==> src/rtl/sha512_pkg.sv <==
package sha512_pkg;

    typedef logic [63:0] t_word;

    typedef struct packed {
        logic [63:0] word;
        logic        last;
    } t_blk_word;

    typedef enum logic [1:0] {
        ST_IDLE,
        ST_ROUND,
        ST_FOLD
    } t_core_state;

    localparam int unsigned QUEUE_DEPTH = 4;
    localparam int unsigned QUEUE_AW    = 2;

    localparam t_word PAD_WORD = 64'h8000_0000_0000_0000;

    localparam t_word START_HASH [8] = '{
        64'h6a09e667f3bcc908, 64'hbb67ae8584caa73b, 64'h3c6ef372fe94f82b,
        64'ha54ff53a5f1d36f1, 64'h510e527fade682d1, 64'h9b05688c2b3e6c1f,
        64'h1f83d9abfb41bd6b, 64'h5be0cd19137e2179
    };

    localparam t_word ROUND_K [80] = '{
        64'h428A2F98D728AE22, 64'h7137449123EF65CD, 64'hB5C0FBCFEC4D3B2F,
        64'hE9B5DBA58189DBBC, 64'h3956C25BF348B538, 64'h59F111F1B605D019,
        64'h923F82A4AF194F9B, 64'hAB1C5ED5DA6D8118, 64'hD807AA98A3030242,
        64'h12835B0145706FBE, 64'h243185BE4EE4B28C, 64'h550C7DC3D5FFB4E2,
        64'h72BE5D74F27B896F, 64'h80DEB1FE3B1696B1, 64'h9BDC06A725C71235,
        64'hC19BF174CF692694, 64'hE49B69C19EF14AD2, 64'hEFBE4786384F25E3,
        64'h0FC19DC68B8CD5B5, 64'h240CA1CC77AC9C65, 64'h2DE92C6F592B0275,
        64'h4A7484AA6EA6E483, 64'h5CB0A9DCBD41FBD4, 64'h76F988DA831153B5,
        64'h983E5152EE66DFAB, 64'hA831C66D2DB43210, 64'hB00327C898FB213F,
        64'hBF597FC7BEEF0EE4, 64'hC6E00BF33DA88FC2, 64'hD5A79147930AA725,
        64'h06CA6351E003826F, 64'h142929670A0E6E70, 64'h27B70A8546D22FFC,
        64'h2E1B21385C26C926, 64'h4D2C6DFC5AC42AED, 64'h53380D139D95B3DF,
        64'h650A73548BAF63DE, 64'h766A0ABB3C77B2A8, 64'h81C2C92E47EDAEE6,
        64'h92722C851482353B, 64'hA2BFE8A14CF10364, 64'hA81A664BBC423001,
        64'hC24B8B70D0F89791, 64'hC76C51A30654BE30, 64'hD192E819D6EF5218,
        64'hD69906245565A910, 64'hF40E35855771202A, 64'h106AA07032BBD1B8,
        64'h19A4C116B8D2D0C8, 64'h1E376C085141AB53, 64'h2748774CDF8EEB99,
        64'h34B0BCB5E19B48A8, 64'h391C0CB3C5C95A63, 64'h4ED8AA4AE3418ACB,
        64'h5B9CCA4F7763E373, 64'h682E6FF3D6B2B8A3, 64'h748F82EE5DEFB2FC,
        64'h78A5636F43172F60, 64'h84C87814A1F0AB72, 64'h8CC702081A6439EC,
        64'h90BEFFFA23631E28, 64'hA4506CEBDE82BDE9, 64'hBEF9A3F7B2C67915,
        64'hC67178F2E372532B, 64'hCA273ECEEA26619C, 64'hD186B8C721C0C207,
        64'hEADA7DD6CDE0EB1E, 64'hF57D4F7FEE6ED178, 64'h06F067AA72176FBA,
        64'h0A637DC5A2C898A6, 64'h113F9804BEF90DAE, 64'h1B710B35131C471B,
        64'h28DB77F523047D84, 64'h32CAAB7B40C72493, 64'h3C9EBE0A15C9BEBC,
        64'h431D67C49C100D4C, 64'h4CC5D4BECB3E42B6, 64'h597F299CFC657E2A,
        64'h5FCB6FAB3AD6FAEC, 64'h6C44198C4A475817
    };

    function automatic t_word rotr(input t_word x, input int unsigned n);
        rotr = (x >> n) | (x << (64 - n));
    endfunction

endpackage

==> src/rtl/sha512_front.sv <==
// Front end: counts bytes, masks and pads the tail, emits full 16-word blocks
// one word a cycle into the block queue while the queue accepts.
module sha512_front
    import sha512_pkg::*;
(
    input  logic      i_clk,
    input  logic      i_rst_n,
    input  logic      i_valid,
    output logic      o_ready,
    input  logic [63:0] i_word,
    input  logic [3:0]  i_nbytes,
    input  logic        i_last,
    output logic        o_q_valid,
    input  logic        i_q_ready,
    output t_blk_word   o_q_data
);

    logic [63:0] r_bytes, n_bytes;
    logic [3:0]  r_fill, n_fill;
    logic        r_pad, n_pad;      // emitting padding words
    logic        r_len_blk, n_len_blk;
    logic        r_pend_pad, n_pend_pad; // 0x80 word still to emit
    logic [3:0]  v_sat;
    logic [63:0] v_keep, v_word;
    logic [6:0]  v_sh;

    always_comb begin
        v_sat  = (i_nbytes > 4'd8) ? 4'd8 : i_nbytes;
        v_sh   = 7'd64 - {v_sat, 3'b000};
        v_keep = ~((64'd1 << v_sh) - 64'd1);
        v_word = (i_word & v_keep) | (64'h80 << (v_sh - 7'd8));
    end

    // a pad word landing in slot 14 leaves no room for the length: one more block
    always_comb begin
        n_bytes = r_bytes; n_fill = r_fill; n_pad = r_pad;
        n_len_blk = r_len_blk; n_pend_pad = r_pend_pad;
        o_ready   = !r_pad && i_q_ready;
        o_q_valid = 1'b0;
        o_q_data  = '{word: i_word, last: 1'b0};
        if (r_pad) begin
            o_q_valid = 1'b1;
            if (r_pend_pad)
                o_q_data.word = PAD_WORD;
            else if (r_fill == 4'd15 && !r_len_blk)
                o_q_data.word = {r_bytes[60:0], 3'b000};
            else
                o_q_data.word = '0;
            o_q_data.last = (r_fill == 4'd15) && !r_len_blk;
            if (i_q_ready) begin
                n_fill = r_fill + 4'd1;
                if (r_pend_pad) begin
                    n_pend_pad = 1'b0;
                    n_len_blk  = (r_fill == 4'd14);
                end else if (r_fill == 4'd15) begin
                    if (r_len_blk) n_len_blk = 1'b0;
                    else begin
                        n_pad = 1'b0; n_bytes = '0;
                    end
                end
            end
        end else if (i_valid) begin
            o_q_valid = 1'b1;
            if (i_last && v_sat != 4'd8 && v_sat != 4'd0)
                o_q_data.word = v_word;
            else if (i_last && v_sat == 4'd0)
                o_q_data.word = PAD_WORD;
            if (i_q_ready) begin
                n_fill = r_fill + 4'd1;
                if (i_last) begin
                    n_bytes    = r_bytes + {60'd0, v_sat};
                    n_pad      = 1'b1;
                    n_pend_pad = (v_sat == 4'd8);
                    n_len_blk  = (r_fill == 4'd14);
                end else begin
                    n_bytes = r_bytes + 64'd8;
                end
            end
        end
    end

    always_ff @(posedge i_clk) begin
        if (!i_rst_n) begin
            r_bytes <= '0; r_fill <= '0; r_pad <= 1'b0;
            r_len_blk <= 1'b0; r_pend_pad <= 1'b0;
        end else begin
            r_bytes <= n_bytes; r_fill <= n_fill; r_pad <= n_pad;
            r_len_blk <= n_len_blk; r_pend_pad <= n_pend_pad;
        end
    end

endmodule

==> config.mk <==
export PLATFORM = sky130hd
export DESIGN_NAME = sha512_front
export DESIGN_NICKNAME = d
export VERILOG_FILES = /design/src/rtl/sha512_pkg.sv /design/src/rtl/sha512_front.sv
export SDC_FILE = /design/constraint.sdc
export NUM_CORES = 1
export LEC_CHECK = 0
export BUFFER_PORTS_ARGS = -buffer_cell sky130_fd_sc_hd__buf_2
export CORE_MARGIN = 5
export CORE_UTILIZATION = 57
export DETAILED_ROUTE_END_ITERATION = 6
export PLACE_DENSITY_LB_ADDON = 0.1
export SYNTH_ARGS = -nofsm -noshare
export SYNTH_HDL_FRONTEND = slang
export SYNTH_SLANG_ARGS = --single-unit
==> constraint.sdc <==
create_clock -name i_clk -period 5.25 [get_ports i_clk]
set_input_delay 1.05 -clock i_clk [delete_from_list [all_inputs] [get_ports i_clk]]
set_output_delay 1.05 -clock i_clk [all_outputs]
set_load 0.02 [all_outputs]
# Word-level counts from Yosys, hierarchy flattened
# Cells that the tools add are included.
[op_classes] addsub=6 n_lt_le_gt_ge=1 n_eq_ne=8 n_shift=2 mux=41 n_bitwise=3 reduce_logical=14
[op_table] cell="$mux W64" n=14
[op_table] cell="$add A64 B4 Y64" n=1
[op_table] cell="$add A64 B4 Y64 const B" n=1
[op_table] cell="$and A64 B64 Y64" n=1
[op_table] cell="$not A64 Y64" n=1
[op_table] cell="$or A64 B64 Y64" n=1
[op_table] cell="$shl A1 B7 Y64 const A" n=1
[op_table] cell="$shl A8 B7 Y64 const A" n=1
[op_table] cell="$sub A64 B1 Y64 const B" n=1
[op_table] cell="$mux W1" n=23
[op_table] cell="$mux W4" n=4
[op_table] cell="$eq A4 B4 Y1 const B" n=3
[op_table] cell="$sub A7 B4 Y7 const B" n=1
[op_table] cell="$sub A7 B7 Y7 const A" n=1
[op_table] cell="$logic_and A1 B1 Y1" n=5
[op_table] cell="$reduce_and A5 Y1" n=1
[op_table] cell="$add A4 B1 Y4 const B" n=1
[op_table] cell="$gt A4 B4 Y1 const B" n=1
[op_table] cell="$logic_not A4 Y1" n=1
[op_table] cell="$ne A2 B2 Y1 const B" n=2
[op_table] cell="$ne A4 B4 Y1 const B" n=1
[op_table] cell="$reduce_and A4 Y1" n=1
[op_table] cell="$reduce_bool A2 Y1" n=2
[op_table] cell="$reduce_bool A4 Y1" n=1
[op_table] cell="4 further kinds" n=5
[word_totals] register_bits=71 output_inout_bits=67 word_cells=80

# Logic depth before layout (Yosys ltp)
[logic_depth] ltp_word=11 depth_mapped=12 mapped_depth_nobuf=9

# Least setup slack after synthesis
# OpenSTA, ideal clock, no wires.
[synth_timing] kind="input to output" startpoint="input i_nbytes[3]" endpoint="output o_q_data[26] (netlist bit)" arrival_time_ps=2911 path_slack_ps=1289 path_stages=9 n_path_buf=2 path_cell_list="clkbuf_1 > nor2b_1 > nand3_1 > ha_1 > clkbuf_1 > o21ai_0 > a21bo_2 > a21oi_1 > a22o_1"
[synth_lines] element="start: declaration" line_no="sha512_front.sv:11" rtl="input logic [3:0] i_nbytes,"
[synth_lines] element="end: declaration" line_no="sha512_front.sv:15" rtl="output t_blk_word o_q_data"

==> flow_summary.rst <==
.. list-table::
   :header-rows: 1

   * - Metric
     - Value
   * - GRT Total Usage
     - 32.4%
   * - Number of max-slew violations in the final report
     - 0
   * - Horizontal die dimension
     - 102 µm
   * - Clk_skew
     - 0.0122 ns
   * - Total power after layout
     - 1260 µW
   * - Max stage delay on crit path
     - 0.46 ns
   * - Setup repair after global routing missed its margin
     - false
   * - Cell count after synthesis
     - 640
   * - Post-route ant nets
     - 0
   * - Cts-stage hold buffer count
     - 0
   * - Ant diodes
     - 0
   * - Die Span Y
     - 102 µm
   * - Number of buffer cells added on primary ports
     - 139
   * - Antenna violations before repair
     - 0
   * - Startpoint of the tightest hold check path
     - r_bytes[60]
   * - Worst Path Class, Setup
     - primary input to output pin
   * - Unique masters post-synth
     - 60
   * - CTS tree
     - done
   * - Sum Neg Setup Slack
     - 0 ns
   * - IO Count
     - 140
   * - Max-slew headroom at the worst pin
     - 23.2%
   * - Root cell of the clock tree
     - clkbuf_8
   * - Post-CTS Repair Setup Buffers
     - 0
   * - Remaining Overflow, GRT
     - 0
   * - Core Footprint
     - 0.00826 mm²
   * - Maximum clock frequency
     - 0.224 GHz
   * - Vias
     - 5805
   * - Fillers
     - 724
   * - Pin slew with the least headroom to its limit
     - 1.15 ns
   * - Cts repair resizes
     - 0
   * - Overall die area
     - 0.0105 mm²
   * - Async set-reset flop share out of synthesis
     - 0%
   * - Maximum Capacitance Violations
     - 0
   * - RD Place Congestion
     - 0.972
   * - Critical Path, Cell by Cell
     - buf_2 -> nor2b_1 -> nand3_1 -> ha_1 -> o21ai_0 -> a21bo_2 -> a21oi_1 -> a22o_1 -> buf_2
   * - Kind of end point of the critical path
     - output pin
   * - Number of H-tree levels
     - 3
   * - Ys Warns
     - 0
   * - Initial DRC count
     - 373
   * - Endpoint required time on the critical path
     - 4.20 ns
   * - Skew-Pair Late Insertion Delay
     - 0.35 ns
   * - First-pass detailed-route iteration total
     - 7
   * - Worst path slowest cell
     - a21oi_1
   * - Global-route wire length before repair
     - 26900 µm
   * - Net count of the mapped netlist
     - 722
   * - Share of post-route cells with drive strength above 1
     - 22.7%
   * - DRC viols
     - 0
   * - Crit share post-route
     - 84.9%
   * - Leak Pwr
     - 0.00224 µW
   * - Starting utilization of the core area
     - 58.8%
   * - Number of enable-type register cells in the synthesized netlist
     - 0
   * - Top library cells by usage in the layout, fill and taps aside
     - 139 x buf_2, 68 x dfxtp_1, 54 x a21oi_1, 54 x nand2_1, 49 x a22o_1
   * - Tmin final
     - 4.46 ns
   * - Clock Pin Slew Worst Setup and Hold Paths
     - 0.08 ns
   * - Power density over the cells
     - 218 mW/mm²
   * - CP Data Arrival Time
     - 3.41 ns
   * - Critical-path maximum fanout
     - 13
   * - Avg Vias per Cell
     - 6.73
   * - Post-synthesis area per instance
     - 7.58 µm²
   * - Cell Rows
     - 33
   * - Number of global-route vias before repair
     - 5504
   * - Main flop type after synthesis
     - dfxtp_1
   * - Number of nets in the layout
     - 835
   * - Post-synthesis register bit count
     - 68
   * - Sinks on Clock Net
     - 68
   * - Most common cell after layout, fill and taps aside
     - buf_2
   * - Result of the run
     - finished, final reports clean
   * - Category of the worst setup path launch point
     - primary input
   * - Critical Path Source
     - i_nbytes[2]
   * - Final setup violating endpoints
     - 0
   * - IR Drop Worst-Case VDD
     - 0.153 mV
   * - Class of the most critical hold timing path
     - register to register
   * - Inserted Clock Buffers
     - 9
   * - Routed len/inst
     - 20.0 µm
   * - Layout overhead on the synthesized area
     - 19.1%
   * - Wirelength, routed
     - 17200 µm
   * - Sequential cell area fraction in the yosys report
     - 28.0%
   * - Worst path most repeated cell
     - buf_2
   * - Reg-to-reg critical path startpoint
     - r_pad
   * - Hold Fails Final Rpt
     - 0
   * - Post-Synthesis Cell Area
     - 0.00485 mm²
   * - Worst-case clock buffer depth
     - 2
   * - Hpwl dp
     - 12900 µm
   * - Pin count of the biggest net entering global routing
     - 58
[per-layer routing]
metal	GRT usage [%]	vias up	part of all wire (%)
li1	-	2696	-
met1	39.1	2700	38
met2	53.8	326	47
met3	5.12	83	9.2
met4	19.9	0	5.6
met5	0	-	0
[where the power goes]
group          total (µW)  internal (µW)  switching, µW
clock                 484            266            218
combinational         250           95.5            154
sequential            526            519           7.28
[layout make-up]
type | instances | area [µm²] | area share (%)
multi-input cells | 511 | 3280 | 56.7
well taps | 105 | 131 | 2.27
clock buffers | 9 | 124 | 2.14
clock inverters | 6 | 88.8 | 1.54
flip-flops and latches | 68 | 1360 | 23.5
repair buffers | 143 | 726 | 12.6
inverters | 20 | 75.1 | 1.30
[cell usage after synthesis (3+ instances only)]
library cell | number | area, µm²
and3_1 | 10 | 62.6
dfxtp_1 | 68 | 1360
or2_2 | 6 | 37.5
a22o_1 | 49 | 429
buf_2 | 7 | 35.0
ha_1 | 8 | 100
xnor2_1 | 9 | 78.8
a32o_1 | 4 | 40.0
nand3_1 | 31 | 155
a21o_1 | 3 | 22.5
nand2_1 | 54 | 203
nor2b_1 | 5 | 31.3
o21ai_1 | 13 | 65.1
and2_1 | 6 | 37.5
nor4_1 | 10 | 62.6
mux2i_1 | 4 | 40.0
nand2b_1 | 4 | 25.0
o21ai_0 | 17 | 85.1
and4_1 | 10 | 87.6
or3_1 | 14 | 87.6
nor2_1 | 45 | 169
inv_1 | 19 | 71.3
or4_1 | 38 | 285
xor2_1 | 8 | 70.1
buf_1 | 3 | 11.3
o211ai_1 | 8 | 60.1
nor3_1 | 11 | 55.1
a21oi_1 | 54 | 270
nand4_1 | 26 | 163
a22oi_1 | 4 | 30.0
clkbuf_1 | 31 | 116
o31ai_1 | 25 | 188
[final timing paths]
| check | cells past startpoint | slack (ns) | to |
|---|---|---|---|
| setup / recovery | 9 | 0.79 | o_q_data[29] |
| hold / removal | 2 | 0.48 | r_bytes[60] |
| setup reg to reg | 5 | 1.87 | r_bytes[60] |
| hold reg to reg | 2 | 0.48 | r_bytes[60] |
[cell families after synthesis]
| kind of cell | count (synthesis) | share of synthesized area, % |
|---|---|---|
| buffers and inverters | 61 | 4.90 |
| and+or+nand+nor | 283 | 32.5 |
| muxes | 5 | 1.06 |
| xor gates and xnor gates | 17 | 3.07 |
| AOI/OAI and AO/OA | 196 | 27.8 |
| DFF | 68 | 28.0 |
| adders and majority gates | 10 | 2.68 |
[sequential cells by signal (all words and copies together) (netlist names)]
register,cells
r_pad,1
r_bytes,61
r_pend_pad,1
r_len_blk,1
r_fill,4
[critical path, delay by kind of cell]
| kind | cells | cell delay, ns |
|---|---|---|
| buf+inv | 2 | 0.38 |
| compound gates | 4 | 1.09 |
| fa+ha+maj | 1 | 0.34 |
| simple gates | 2 | 0.54 |
[through the flow]
stage                     util, %  setup slack, ns  cells  area [µm²]  hold slack [ns]
after floorplan                 -             1.29    640        4850            0.443
after global placement       67.4            0.969    847        5570            0.456
after detailed placement     67.4            0.831    847        5570            0.468
after CTS                    70.0            0.832    862        5780            0.479
after global routing         70.0            0.645    862        5780            0.504
final                        70.0            0.790    862        5780            0.481
Note: power is estimated with default switching activity, not from simulation.
