$ cat config.mk
export PLATFORM = sky130hd
export DESIGN_NAME = sha512_queue
export DESIGN_NICKNAME = d
export VERILOG_FILES = /design/src/rtl/sha512_pkg.sv /design/src/rtl/sha512_queue.sv
export SDC_FILE = /design/constraint.sdc
export NUM_CORES = 1
export LEC_CHECK = 0
export ABC_AREA = 0
export BUFFER_PORTS_ARGS = -buffer_cell sky130_fd_sc_hd__buf_2
export CAP_MARGIN = 5
export CORE_MARGIN = 2
export CORE_UTILIZATION = 57
export CTS_CLUSTER_DIAMETER = 50
export CTS_CLUSTER_SIZE = 24
export DETAILED_ROUTE_END_ITERATION = 8
export PLACE_DENSITY = 0.78
export REMOVE_ABC_BUFFERS = 1
export SLEW_MARGIN = 20
export SYNTH_ARGS = -nofsm -noshare
export SYNTH_HDL_FRONTEND = slang
export SYNTH_SLANG_ARGS = --single-unit
$ cat constraint.sdc
create_clock -name i_clk -period 4.2 [get_ports i_clk]
set_input_delay 1.05 -clock i_clk [delete_from_list [all_inputs] [get_ports i_clk]]
set_output_delay 1.05 -clock i_clk [all_outputs]
set_load 0.02 [all_outputs]
$ cat src/rtl/sha512_pkg.sv
package sha512_pkg;

    typedef logic [63:0] t_word;

    typedef struct packed {
        logic [63:0] word;
        logic        last;
    } t_blk_word;

    typedef enum logic [1:0] {
        ST_IDLE,
        ST_ROUND,
        ST_FOLD
    } t_core_state;

    localparam int unsigned QUEUE_DEPTH = 4;
    localparam int unsigned QUEUE_AW    = 2;

    localparam t_word PAD_WORD = 64'h8000_0000_0000_0000;

    localparam t_word START_HASH [8] = '{
        64'h6a09e667f3bcc908, 64'hbb67ae8584caa73b, 64'h3c6ef372fe94f82b,
        64'ha54ff53a5f1d36f1, 64'h510e527fade682d1, 64'h9b05688c2b3e6c1f,
        64'h1f83d9abfb41bd6b, 64'h5be0cd19137e2179
    };

    localparam t_word ROUND_K [80] = '{
        64'h428A2F98D728AE22, 64'h7137449123EF65CD, 64'hB5C0FBCFEC4D3B2F,
        64'hE9B5DBA58189DBBC, 64'h3956C25BF348B538, 64'h59F111F1B605D019,
        64'h923F82A4AF194F9B, 64'hAB1C5ED5DA6D8118, 64'hD807AA98A3030242,
        64'h12835B0145706FBE, 64'h243185BE4EE4B28C, 64'h550C7DC3D5FFB4E2,
        64'h72BE5D74F27B896F, 64'h80DEB1FE3B1696B1, 64'h9BDC06A725C71235,
        64'hC19BF174CF692694, 64'hE49B69C19EF14AD2, 64'hEFBE4786384F25E3,
        64'h0FC19DC68B8CD5B5, 64'h240CA1CC77AC9C65, 64'h2DE92C6F592B0275,
        64'h4A7484AA6EA6E483, 64'h5CB0A9DCBD41FBD4, 64'h76F988DA831153B5,
        64'h983E5152EE66DFAB, 64'hA831C66D2DB43210, 64'hB00327C898FB213F,
        64'hBF597FC7BEEF0EE4, 64'hC6E00BF33DA88FC2, 64'hD5A79147930AA725,
        64'h06CA6351E003826F, 64'h142929670A0E6E70, 64'h27B70A8546D22FFC,
        64'h2E1B21385C26C926, 64'h4D2C6DFC5AC42AED, 64'h53380D139D95B3DF,
        64'h650A73548BAF63DE, 64'h766A0ABB3C77B2A8, 64'h81C2C92E47EDAEE6,
        64'h92722C851482353B, 64'hA2BFE8A14CF10364, 64'hA81A664BBC423001,
        64'hC24B8B70D0F89791, 64'hC76C51A30654BE30, 64'hD192E819D6EF5218,
        64'hD69906245565A910, 64'hF40E35855771202A, 64'h106AA07032BBD1B8,
        64'h19A4C116B8D2D0C8, 64'h1E376C085141AB53, 64'h2748774CDF8EEB99,
        64'h34B0BCB5E19B48A8, 64'h391C0CB3C5C95A63, 64'h4ED8AA4AE3418ACB,
        64'h5B9CCA4F7763E373, 64'h682E6FF3D6B2B8A3, 64'h748F82EE5DEFB2FC,
        64'h78A5636F43172F60, 64'h84C87814A1F0AB72, 64'h8CC702081A6439EC,
        64'h90BEFFFA23631E28, 64'hA4506CEBDE82BDE9, 64'hBEF9A3F7B2C67915,
        64'hC67178F2E372532B, 64'hCA273ECEEA26619C, 64'hD186B8C721C0C207,
        64'hEADA7DD6CDE0EB1E, 64'hF57D4F7FEE6ED178, 64'h06F067AA72176FBA,
        64'h0A637DC5A2C898A6, 64'h113F9804BEF90DAE, 64'h1B710B35131C471B,
        64'h28DB77F523047D84, 64'h32CAAB7B40C72493, 64'h3C9EBE0A15C9BEBC,
        64'h431D67C49C100D4C, 64'h4CC5D4BECB3E42B6, 64'h597F299CFC657E2A,
        64'h5FCB6FAB3AD6FAEC, 64'h6C44198C4A475817
    };

    function automatic t_word rotr(input t_word x, input int unsigned n);
        rotr = (x >> n) | (x << (64 - n));
    endfunction

endpackage

$ cat src/rtl/sha512_queue.sv
// Small FIFO between front end and round engine.
module sha512_queue
    import sha512_pkg::*;
(
    input  logic      i_clk,
    input  logic      i_rst_n,
    input  logic      i_valid,
    output logic      o_ready,
    input  t_blk_word i_data,
    output logic      o_valid,
    input  logic      i_ready,
    output t_blk_word o_data
);

    t_blk_word r_mem [QUEUE_DEPTH];
    logic [QUEUE_AW-1:0] r_wp, r_rp;
    logic [QUEUE_AW:0]   r_cnt;
    logic v_push, v_pop;

    assign o_ready = (r_cnt != QUEUE_AW'(0) + (QUEUE_AW+1)'(QUEUE_DEPTH));
    assign o_valid = (r_cnt != '0);
    assign o_data  = r_mem[r_rp];
    assign v_push  = i_valid && o_ready;
    assign v_pop   = o_valid && i_ready;

    always_ff @(posedge i_clk) begin
        if (v_push) r_mem[r_wp] <= i_data;
    end

    always_ff @(posedge i_clk) begin
        if (!i_rst_n) begin
            r_wp <= '0; r_rp <= '0; r_cnt <= '0;
        end else begin
            if (v_push) r_wp <= r_wp + 1'b1;
            if (v_pop)  r_rp <= r_rp + 1'b1;
            r_cnt <= r_cnt + (QUEUE_AW+1)'(v_push) - (QUEUE_AW+1)'(v_pop);
        end
    end

endmodule

# --- After elaboration in Yosys (flattened, before gate mapping) ---
# Memory sizes are Yosys's and may differ from the RTL's. A register that Yosys moved wholly into a read port is not among the register bits.
# Index checks and enable logic that the tools add are counted.
# W data, S select, Z words.
totals:
  reg_bits: 7
  latch_bits: 0
  ram_bits: 260
  rom_bits: 0
  in_bits: 69
  out_inout_bits: 67
  wordCells: 16
  n_memories: 1
classes:
  addsub: 4
  n_mul: 0
  n_div: 0
  order_cmp: 0
  n_eq_ne: 1
  shift: 0
  n_mux: 4
  bitwise_logic: 0
  n_reduce_logical: 3
mem_list:
  columns: ["memory", "words", "width", "read_ports", "rd_clocked_by_memory_dff", "wr", "line", "source"]
  rows:
  - ["r_mem", 4, 65, 1, 1, 1, "sha512_queue.sv:15", "t_blk_word r_mem [QUEUE_DEPTH];"]
op_table:
  columns: ["operator", "count"]
  rows:
  - ["$add A2 B1 Y2 const B", 2]
  - ["$mux W2", 2]
  - ["$add A3 B1 Y3", 1]
  - ["$ne A3 B3 Y1 const B", 1]
  - ["$reduce_bool A3 Y1", 1]
  - ["$sub A3 B1 Y3", 1]
  - ["$logic_and A1 B1 Y1", 2]
  - ["$mux W1", 2]

# --- Depth between registers and ports, before layout ---
# Gate-level depths: netlist of the first run.
depth:
  word_depth: 4
  mapped_depth: 11
  depth_no_buf: 11

# --- Worst setup path before layout of the first run ---
# No wires, ideal clock.
synth_timing:
  kind: "in2reg"
  startpoint: "input i_valid"
  endpoint: "memory r_mem[0][0] in the netlist's numbering, enable pin"
  setup_time_ps: 430
  t_arrival_ps: 3015
  required_ps: 3770
  path_slack_ps: 755
  path_stages: 2
  n_path_buf: 0
  cell_sequence: "a21boi_1 and2_1"
synth_between:
  elab_chain_cells: 3
synth_lines:
  columns: ["element", "line", "source"]
  rows:
  - ["start: declaration", "sha512_queue.sv:7", "input logic i_valid,"]
  - ["$logic_and A1 B1 Y1", "sha512_queue.sv:23", "assign v_push = i_valid && o_ready;"]
  - ["$mux W1", "sha512_queue.sv:27", "if (v_push) r_mem[r_wp] <= i_data;"]
  - ["$mux W1 (not written as such)", "sha512_queue.sv:27", null]
  - ["end: declaration", "sha512_queue.sv:15", null]
# No other way between the ends.

==> impl_metrics.env, run 1 <==
export IMPL_status="finished clean"
export IMPL_ant_nets=0
export IMPL_use_met2_pct=31.76
export IMPL_post_route_util_pct=67.64
export IMPL_post_route_drc_count=0
export IMPL_dp_cells=735
export IMPL_post_drt_wl_per_cell_um=21.70
export IMPL_fmax_mhz=299.0
export IMPL_grtUsageTotal_pct=18.65
export IMPL_synth_flop_cell="edfxtp_1"
export IMPL_final_cells=775
export IMPL_seq_area_frac_synth_pct=80.74
export IMPL_cp_depth=3
export IMPL_grt_busiest_layer="met2"
export IMPL_die_area_um2=18430
export IMPL_synth_seq_cells=269
export IMPL_grt_start_max_net_pins=66
export IMPL_post_cts_buffers=0
export IMPL_yosysUniqueCellTypes=21
export IMPL_min_path_type="flop to flop"
export IMPL_p_leak_nw=3.883
export IMPL_layout_worst_path_cycle_share_pct=79.62
export IMPL_max_cap_viol_count=0
export IMPL_drt_pass1_iter_count=4
export IMPL_mostFrequentLayoutCells="edfxtp_1, buf_2, mux4_2, clkbuf_16"
export IMPL_insertion_delay_ns=0.51
export IMPL_crit_family="flip-flops"
export IMPL_slew_headroom_pct=32.67
export IMPL_grt_use_met3_pct=3.105
export IMPL_hpwl_um=9812
export IMPL_min_path_cells=2
export IMPL_start_kind="flop"
export IMPL_post_place_ws_ns=1.021
export IMPL_cts_tree="built"
export IMPL_hold_start="r_wp[0]"
export IMPL_routed_wl_um=16820
export IMPL_peakVddDrop_mv=0.4453
export IMPL_htreeDepth=1
export IMPL_vias=4379
export IMPL_fin_ws_ns=0.8559
export IMPL_rr_worst_depth=11
export IMPL_critPathCaptureType="output pin"
export IMPL_grt_pass1_vias=4676
export IMPL_nets=610
export IMPL_synth_edf_count=260
export IMPL_port_buffers=135
export IMPL_async_reset_ff_share_pct=0
export IMPL_antenna_found_initial=0
export IMPL_start_util_pct=57.80
export IMPL_slowest_stage="dfxtp_4"
export IMPL_gp_congestion=0.6967
export IMPL_clk_path_buf_depth=3
export IMPL_die_w_um=135.7
export IMPL_grt_pass1_wl_um=25720
export IMPL_area_delta_synth_final_pct=17.02
export IMPL_drive_gt1_share_pct=45.09
export IMPL_yosys_warnings=0
export IMPL_netlist_area_um2=9893
export IMPL_ctsRootBufferMaster="clkbuf_16"
export IMPL_slew_violations=0
export IMPL_setup_viol=0
export IMPL_ios=136
export IMPL_syn_inst=387
export IMPL_cp_num_buf_inv=2
export IMPL_avgViaCountPerCell=5.650
export IMPL_syn_avg_cell_area_um2=25.56
export IMPL_reg2reg_from="r_cnt[1]"
export IMPL_slowest_delay_ns=0.64
export IMPL_fin_crit_ns=3.344
export IMPL_crit_type="flop to output pin"
export IMPL_cp_max_fo=21
export IMPL_clk_pin_slew_ns=0.08
export IMPL_use_met1_pct=25.91
export IMPL_fill_cells=1082
export IMPL_cts_resized=0
export IMPL_hold_buffers=0
export IMPL_numCtsBuffers=22
export IMPL_final_common_cell="edfxtp_1"
export IMPL_fin_worst_skew_ns=0.01219
export IMPL_rsz0062_at_grt="no"
export IMPL_numClockSinks=269
export IMPL_powerDensity_nw_per_um2=630.1
export IMPL_worst_pin_slew_ns=1.010
export IMPL_core_area_um2=17120
export IMPL_required_ns=3.15
export IMPL_n_antenna_cell=0
export IMPL_gr_total_overflow=0
export IMPL_crit_arrival_ns=2.29
export IMPL_path_cells="buf_4 -> mux4_2 -> buf_2"
export IMPL_die_height_um=135.7
export IMPL_drtIter0Drc=247
export IMPL_hold_viol_final=0
export IMPL_rows=48
export IMPL_power_mw=7.295
tightest hold or removal path: cells and delay by family, from the launching register on:
kind             cells  cell delay (ns)
DFF                  1             0.34
and+or+nand+nor      1             0.07
muxes                1             0.06
Yosys cell counts (2+ instances only):
cell / number / area share [%]
buf_2: 6 / 0.30
nor2b_1: 3 / 0.19
buf_12: 5 / 1.0
nand2_1: 5 / 0.19
mux2i_1: 2 / 0.20
dfxtp_1: 9 / 1.8
and2_1: 7 / 0.44
mux4_2: 65 / 15
inv_1: 5 / 0.19
clkbuf_1: 2 / 0.076
xnor2_1: 4 / 0.35
ha_1: 6 / 0.76
edfxtp_1: 260 / 79
cell families (layout without fill, tap and decap cells):
group | after synthesis | after routing | share of synthesized area [%]
flops | 269 | 269 | 80.74
mux | 67 | 67 | 15.00
buf+inv | 20 | 183 | 1.771
simple gates | 17 | 17 | 0.9233
fa+ha+maj | 7 | 7 | 0.9612
xor+xnor | 4 | 4 | 0.3541
compound gates | 3 | 3 | 0.2530
layout make-up:
cell class	instances	area, µm²	share of cell area (%)
Timing Repair Buffer	138	723.2	6.247
Tap cell	225	281.5	2.432
Sequential cell	269	7995	69.06
Clock inverter	17	242.7	2.097
Clock buffer	23	575.6	4.971
Multi-Input combinational cell	98	1740	15.03
Inverter	5	18.77	0.1621
per-stage QoR:
stage	hold WS, ns	area (µm²)	setup TNS, ns
floorplan	0.4677	9737	-22.33
finish	0.5113	11580	0
CTS	0.5171	11580	0
detailed placement	0.5071	10760	0
global placement	0.4783	10760	0
global route	0.5319	11580	0
sequential cells by signal, summed over array words and instances, names as in the netlist, named ones only:
register	count
r_mem	260
r_wp	2
r_rp	2
r_cnt	3
worst paths after layout:
check	to	slack, ns
worst max-delay path	o_data[15]	0.86
worst min-delay path	r_wp[0]	0.51
worst max register to register	r_cnt[2]	1.50
worst min register to register	r_wp[0]	0.51
power by group:
group	internal (mW)	switching, mW
clock network	1.16	1.06
logic	0.729	0.914
registers	3.25	0.175
total	5.14	2.15
per-layer routing:
layer	part of all wire, %	up-vias	wire length [µm]
met5	0	-	0
met4	1.3	0	221
met3	5.5	16	930
met2	52	135	8698
met1	41	2284	6965
li1	-	1944	-
Note: power is estimated with default switching activity, not from simulation.
==> inputs of run 2 (changes only) <==
Settings changed: CORE_UTILIZATION 57 to 51, PLACE_DENSITY 0.78 to 0.74.
Clock period 4.2 ns to 3.05 ns, I/O delays scaled along.
==> impl_metrics.env, run 2 (synthesis results as in run 1) <==
export IMPL_fin_crit_ns=2.848
export IMPL_critPathCaptureType="output pin"
export IMPL_die_area_um2=20530
export IMPL_drive_gt1_share_pct=46.28
export IMPL_hold_viol_final=0
export IMPL_place_area_um2=10970
export IMPL_peakVddDrop_mv=0.5153
export IMPL_drt_pass1_iter_count=4
export IMPL_fin_worst_skew_ns=0.01275
export IMPL_worst_pin_slew_ns=0.5173
export IMPL_port_buffers=135
export IMPL_start_util_pct=52.36
export IMPL_core_area_um2=18890
export IMPL_grt_use_met3_pct=4.125
export IMPL_die_height_um=143.3
export IMPL_final_cells=826
export IMPL_cts_tree="built"
export IMPL_setup_viol=0
export IMPL_clk_pin_slew_ns=0.08
export IMPL_cts_resized=0
export IMPL_post_drt_wl_per_cell_um=21.09
export IMPL_final_common_cell="edfxtp_1"
export IMPL_gp_congestion=0.7798
export IMPL_grt_busiest_layer="met2"
export IMPL_rows=50
export IMPL_mostFrequentLayoutCells="edfxtp_1, buf_2, mux4_2, clkbuf_16, buf_4"
export IMPL_crit_type="flop to output pin"
export IMPL_gr_total_overflow=0
export IMPL_antenna_found_initial=3
export IMPL_drtIter0Drc=241
export IMPL_hold_buffers=0
export IMPL_final_area_um2=11640
export IMPL_largest_reg_flops=260
export IMPL_grt_start_max_net_pins=33
export IMPL_post_route_util_pct=61.60
export IMPL_ios=136
export IMPL_largest_register="r_mem"
export IMPL_crit_arrival_ns=2.09
export IMPL_post_route_drc_count=0
export IMPL_grtUsageTotal_pct=17.26
export IMPL_hpwl_um=11290
export IMPL_numClockSinks=269
export IMPL_die_w_um=143.3
export IMPL_p_leak_nw=3.911
export IMPL_insertion_delay_ns=0.50
export IMPL_slew_violations=0
export IMPL_rsz0062_at_grt="no"
export IMPL_min_path_type="primary input to flop"
export IMPL_dp_cells=787
export IMPL_use_met2_pct=30.29
export IMPL_fin_hold_ws_ns=0.4714
export IMPL_routed_wl_um=17420
export IMPL_fmax_mhz=351.1
export IMPL_grt_pass1_wl_um=26680
export IMPL_ctsRootBufferMaster="clkbuf_16"
export IMPL_powerDensity_nw_per_um2=832.2
export IMPL_nets=626
export IMPL_use_met1_pct=22.00
export IMPL_area_delta_synth_final_pct=17.64
export IMPL_largest_registers="r_mem (260), r_cnt (3)"
export IMPL_max_cap_viol_count=0
export IMPL_slew_headroom_pct=65.51
export IMPL_avgViaCountPerCell=5.374
export IMPL_cp_max_fo=16
export IMPL_fin_setup_tns_ns=0
export IMPL_layout_worst_path_cycle_share_pct=93.39
export IMPL_status="finished clean"
export IMPL_ant_nets=0
export IMPL_grt_pass1_vias=4841
export IMPL_post_cts_buffers=0
export IMPL_required_ns=2.29
export IMPL_htreeDepth=1
export IMPL_start_kind="flop"
export IMPL_vias=4439
export IMPL_clk_path_buf_depth=3
export IMPL_numCtsBuffers=21
## run 2: metal layers
| layer | routed length (µm) | part of all wire [%] |
|---|---|---|
| met3 | 1072 | 6.2 |
| met2 | 9136 | 52 |
| met5 | 13 | 0.075 |
| met1 | 6926 | 40 |
| met4 | 273 | 1.6 |
## run 2: where the power goes
group	internal [mW]	total [mW]	switching, mW
Combinational	1.06	2.40	1.34
Sequential	4.47	4.66	0.187
Clock	1.34	2.62	1.28
## run 2: critical path, stage by stage, from the launching register on
cell     delay, ns
dfxtp_4       0.56
buf_4         0.30
mux4_2        0.54
buf_2         0.18
## run 2: cell type report
class / instances / area [µm²]
Sequential cell: 269 / 7995
Fill cell: 1380 / 7254
Multi-Input combinational cell: 98 / 1740
Timing Repair Buffer: 155 / 888.4
Clock buffer: 22 / 539.3
Tap cell: 260 / 325.3
Clock inverter: 15 / 126.4
Inverter: 5 / 18.77
Antenna cell: 2 / 5.005
## run 2: worst paths after layout
path | start | depth (start not counted) | to | slack, ns
worst min register to register | r_wp[1] | 2 | r_wp[1] | 0.53
worst max register to register | r_cnt[1] | 11 | r_cnt[2] | 0.69
worst min-delay path | i_data[46] | 1 | r_mem[3][46] | 0.47
worst max-delay path | flop | 3 | o_data[59] | 0.20
## run 2: stage by stage
stage	power, mW	worst slack, ns
final	9.686	0.2016
after global routing	10.10	0.07603
after CTS	9.829	0.1385
after detailed placement	7.212	0.3879
after global placement	7.123	0.5554
after floorplan	6.340	-1.206
==> inputs of run 3 (changes only) <==
Settings changed: CORE_UTILIZATION 51 to 45, PLACE_DENSITY 0.74 to 0.66.
==> impl_metrics.env, run 3 (synthesis results as in run 1) <==
export IMPL_grt_start_max_net_pins=37
export IMPL_worst_pin_slew_ns=0.4839
export IMPL_rr_worst_depth=11
export IMPL_hpwl_um=10750
export IMPL_largest_registers="r_mem (260), r_cnt (3)"
export IMPL_place_area_um2=10980
export IMPL_max_cap_viol_count=0
export IMPL_die_area_um2=23190
export IMPL_numClockSinks=269
export IMPL_ctsRootBufferMaster="clkbuf_16"
export IMPL_largest_reg_flops=260
export IMPL_grt_busiest_layer="met2"
export IMPL_cp_max_fo=36
export IMPL_avgViaCountPerCell=5.173
export IMPL_nets=625
export IMPL_insertion_delay_ns=0.53
export IMPL_drtIter0Drc=274
export IMPL_post_drt_wl_per_cell_um=20.65
export IMPL_rsz0062_at_grt="no"
export IMPL_die_w_um=152.3
export IMPL_min_path_type="primary input to flop"
export IMPL_hold_buffers=0
export IMPL_grtUsageTotal_pct=15.23
export IMPL_mostFrequentLayoutCells="edfxtp_1, buf_2, mux4_2, clkbuf_16, buf_12"
export IMPL_antenna_found_initial=1
export IMPL_cts_tree="built"
export IMPL_gr_total_overflow=0
export IMPL_setup_viol=0
export IMPL_core_area_um2=21690
export IMPL_n_antenna_cell=0
export IMPL_grt_pass1_vias=4852
export IMPL_crit_arrival_ns=1.96
export IMPL_routed_wl_um=17530
export IMPL_clk_pin_slew_ns=0.08
export IMPL_final_common_cell="edfxtp_1"
export IMPL_use_met2_pct=26.06
export IMPL_powerDensity_nw_per_um2=875.5
export IMPL_layout_worst_path_cycle_share_pct=89.24
export IMPL_clk_path_buf_depth=3
export IMPL_post_cts_buffers=0
export IMPL_use_met1_pct=19.51
export IMPL_port_buffers=135
export IMPL_final_area_um2=11930
export IMPL_ios=136
export IMPL_peakVddDrop_mv=0.5405
export IMPL_cts_resized=0
export IMPL_status="finished clean"
export IMPL_htreeDepth=1
export IMPL_ant_nets=0
export IMPL_p_leak_nw=4.023
export IMPL_drt_pass1_iter_count=4
export IMPL_fmax_mhz=367.4
export IMPL_fin_ws_ns=0.3283
export IMPL_hold_viol_final=0
export IMPL_critPathCaptureType="output pin"
export IMPL_start_util_pct=45.62
export IMPL_slew_violations=0
export IMPL_crit_type="flop to output pin"
export IMPL_start_kind="flop"
export IMPL_required_ns=2.29
export IMPL_min_path_cells=1
export IMPL_gp_congestion=0.6983
export IMPL_area_delta_synth_final_pct=20.55
export IMPL_slew_headroom_pct=67.74
export IMPL_grt_pass1_wl_um=27250
export IMPL_post_place_ws_ns=0.4824
export IMPL_drive_gt1_share_pct=47.10
export IMPL_numCtsBuffers=27
export IMPL_fin_crit_ns=2.722
export IMPL_largest_register="r_mem"
export IMPL_fin_setup_tns_ns=0
export IMPL_rows=54
export IMPL_grt_use_met3_pct=4.010
export IMPL_die_height_um=152.3
export IMPL_post_route_drc_count=0
export IMPL_fin_worst_skew_ns=0.02112
export IMPL_vias=4392
## run 3: cell types whose count changed in the layout (fill, tap and decap cells not counted), moves of 3 or more
| cell | change |
|---|---|
| buf_4 | -10 |
| clkinv_8 | +4 |
| clkbuf_16 | +6 |
| buf_12 | +3 |
## run 3: routing by layer
metal	part of all wire (%)	wire length [µm]
met5	0.074	13
met4	2.0	350
met1	41	7126
met2	51	8978
met3	6.1	1065
## run 3: critical path, cell delays in order (launching register included)
cell and delay (ns):
dfxtp_4 0.37, buf_12 0.28, mux4_2 0.57, buf_2 0.18
## run 3: power breakdown
group | internal, mW | total, mW | leakage, nW | switching [mW]
sequential | 4.48 | 4.61 | 2.46 | 0.129
combinational | 1.06 | 2.45 | 1.11 | 1.39
clock | 1.89 | 3.38 | 0.459 | 1.50
## run 3: cell type report
type                       count  area (µm²)
tap                          280       350.3
timing repair buffer         148       873.3
sequential                   269        7995
inverter                       5       18.77
fill                        1616        9762
clock inverter                22       272.8
clock buffer                  27       675.6
multi-input combinational     98        1740
## run 3: per-stage QoR
stage	utilization [%]	power (mW)	hold slack (ns)	std cells
finish	54.99	10.44	0.4469	849
global route	54.99	10.89	0.4255	849
CTS	54.99	10.61	0.4224	849
global placement	50.62	7.138	0.4737	800
detailed placement	50.62	7.205	0.5005	800
floorplan	-	6.340	0.4677	372
## run 3: worst paths after layout
| check | startpoint | to | slack, ns |
|---|---|---|---|
| max reg2reg | r_cnt[1] | r_cnt[2] | 0.73 |
| min reg2reg | r_wp[0] | r_wp[0] | 0.51 |
| max | flop | o_data[11] | 0.33 |
| min | i_data[6] | r_mem[0][6] | 0.45 |
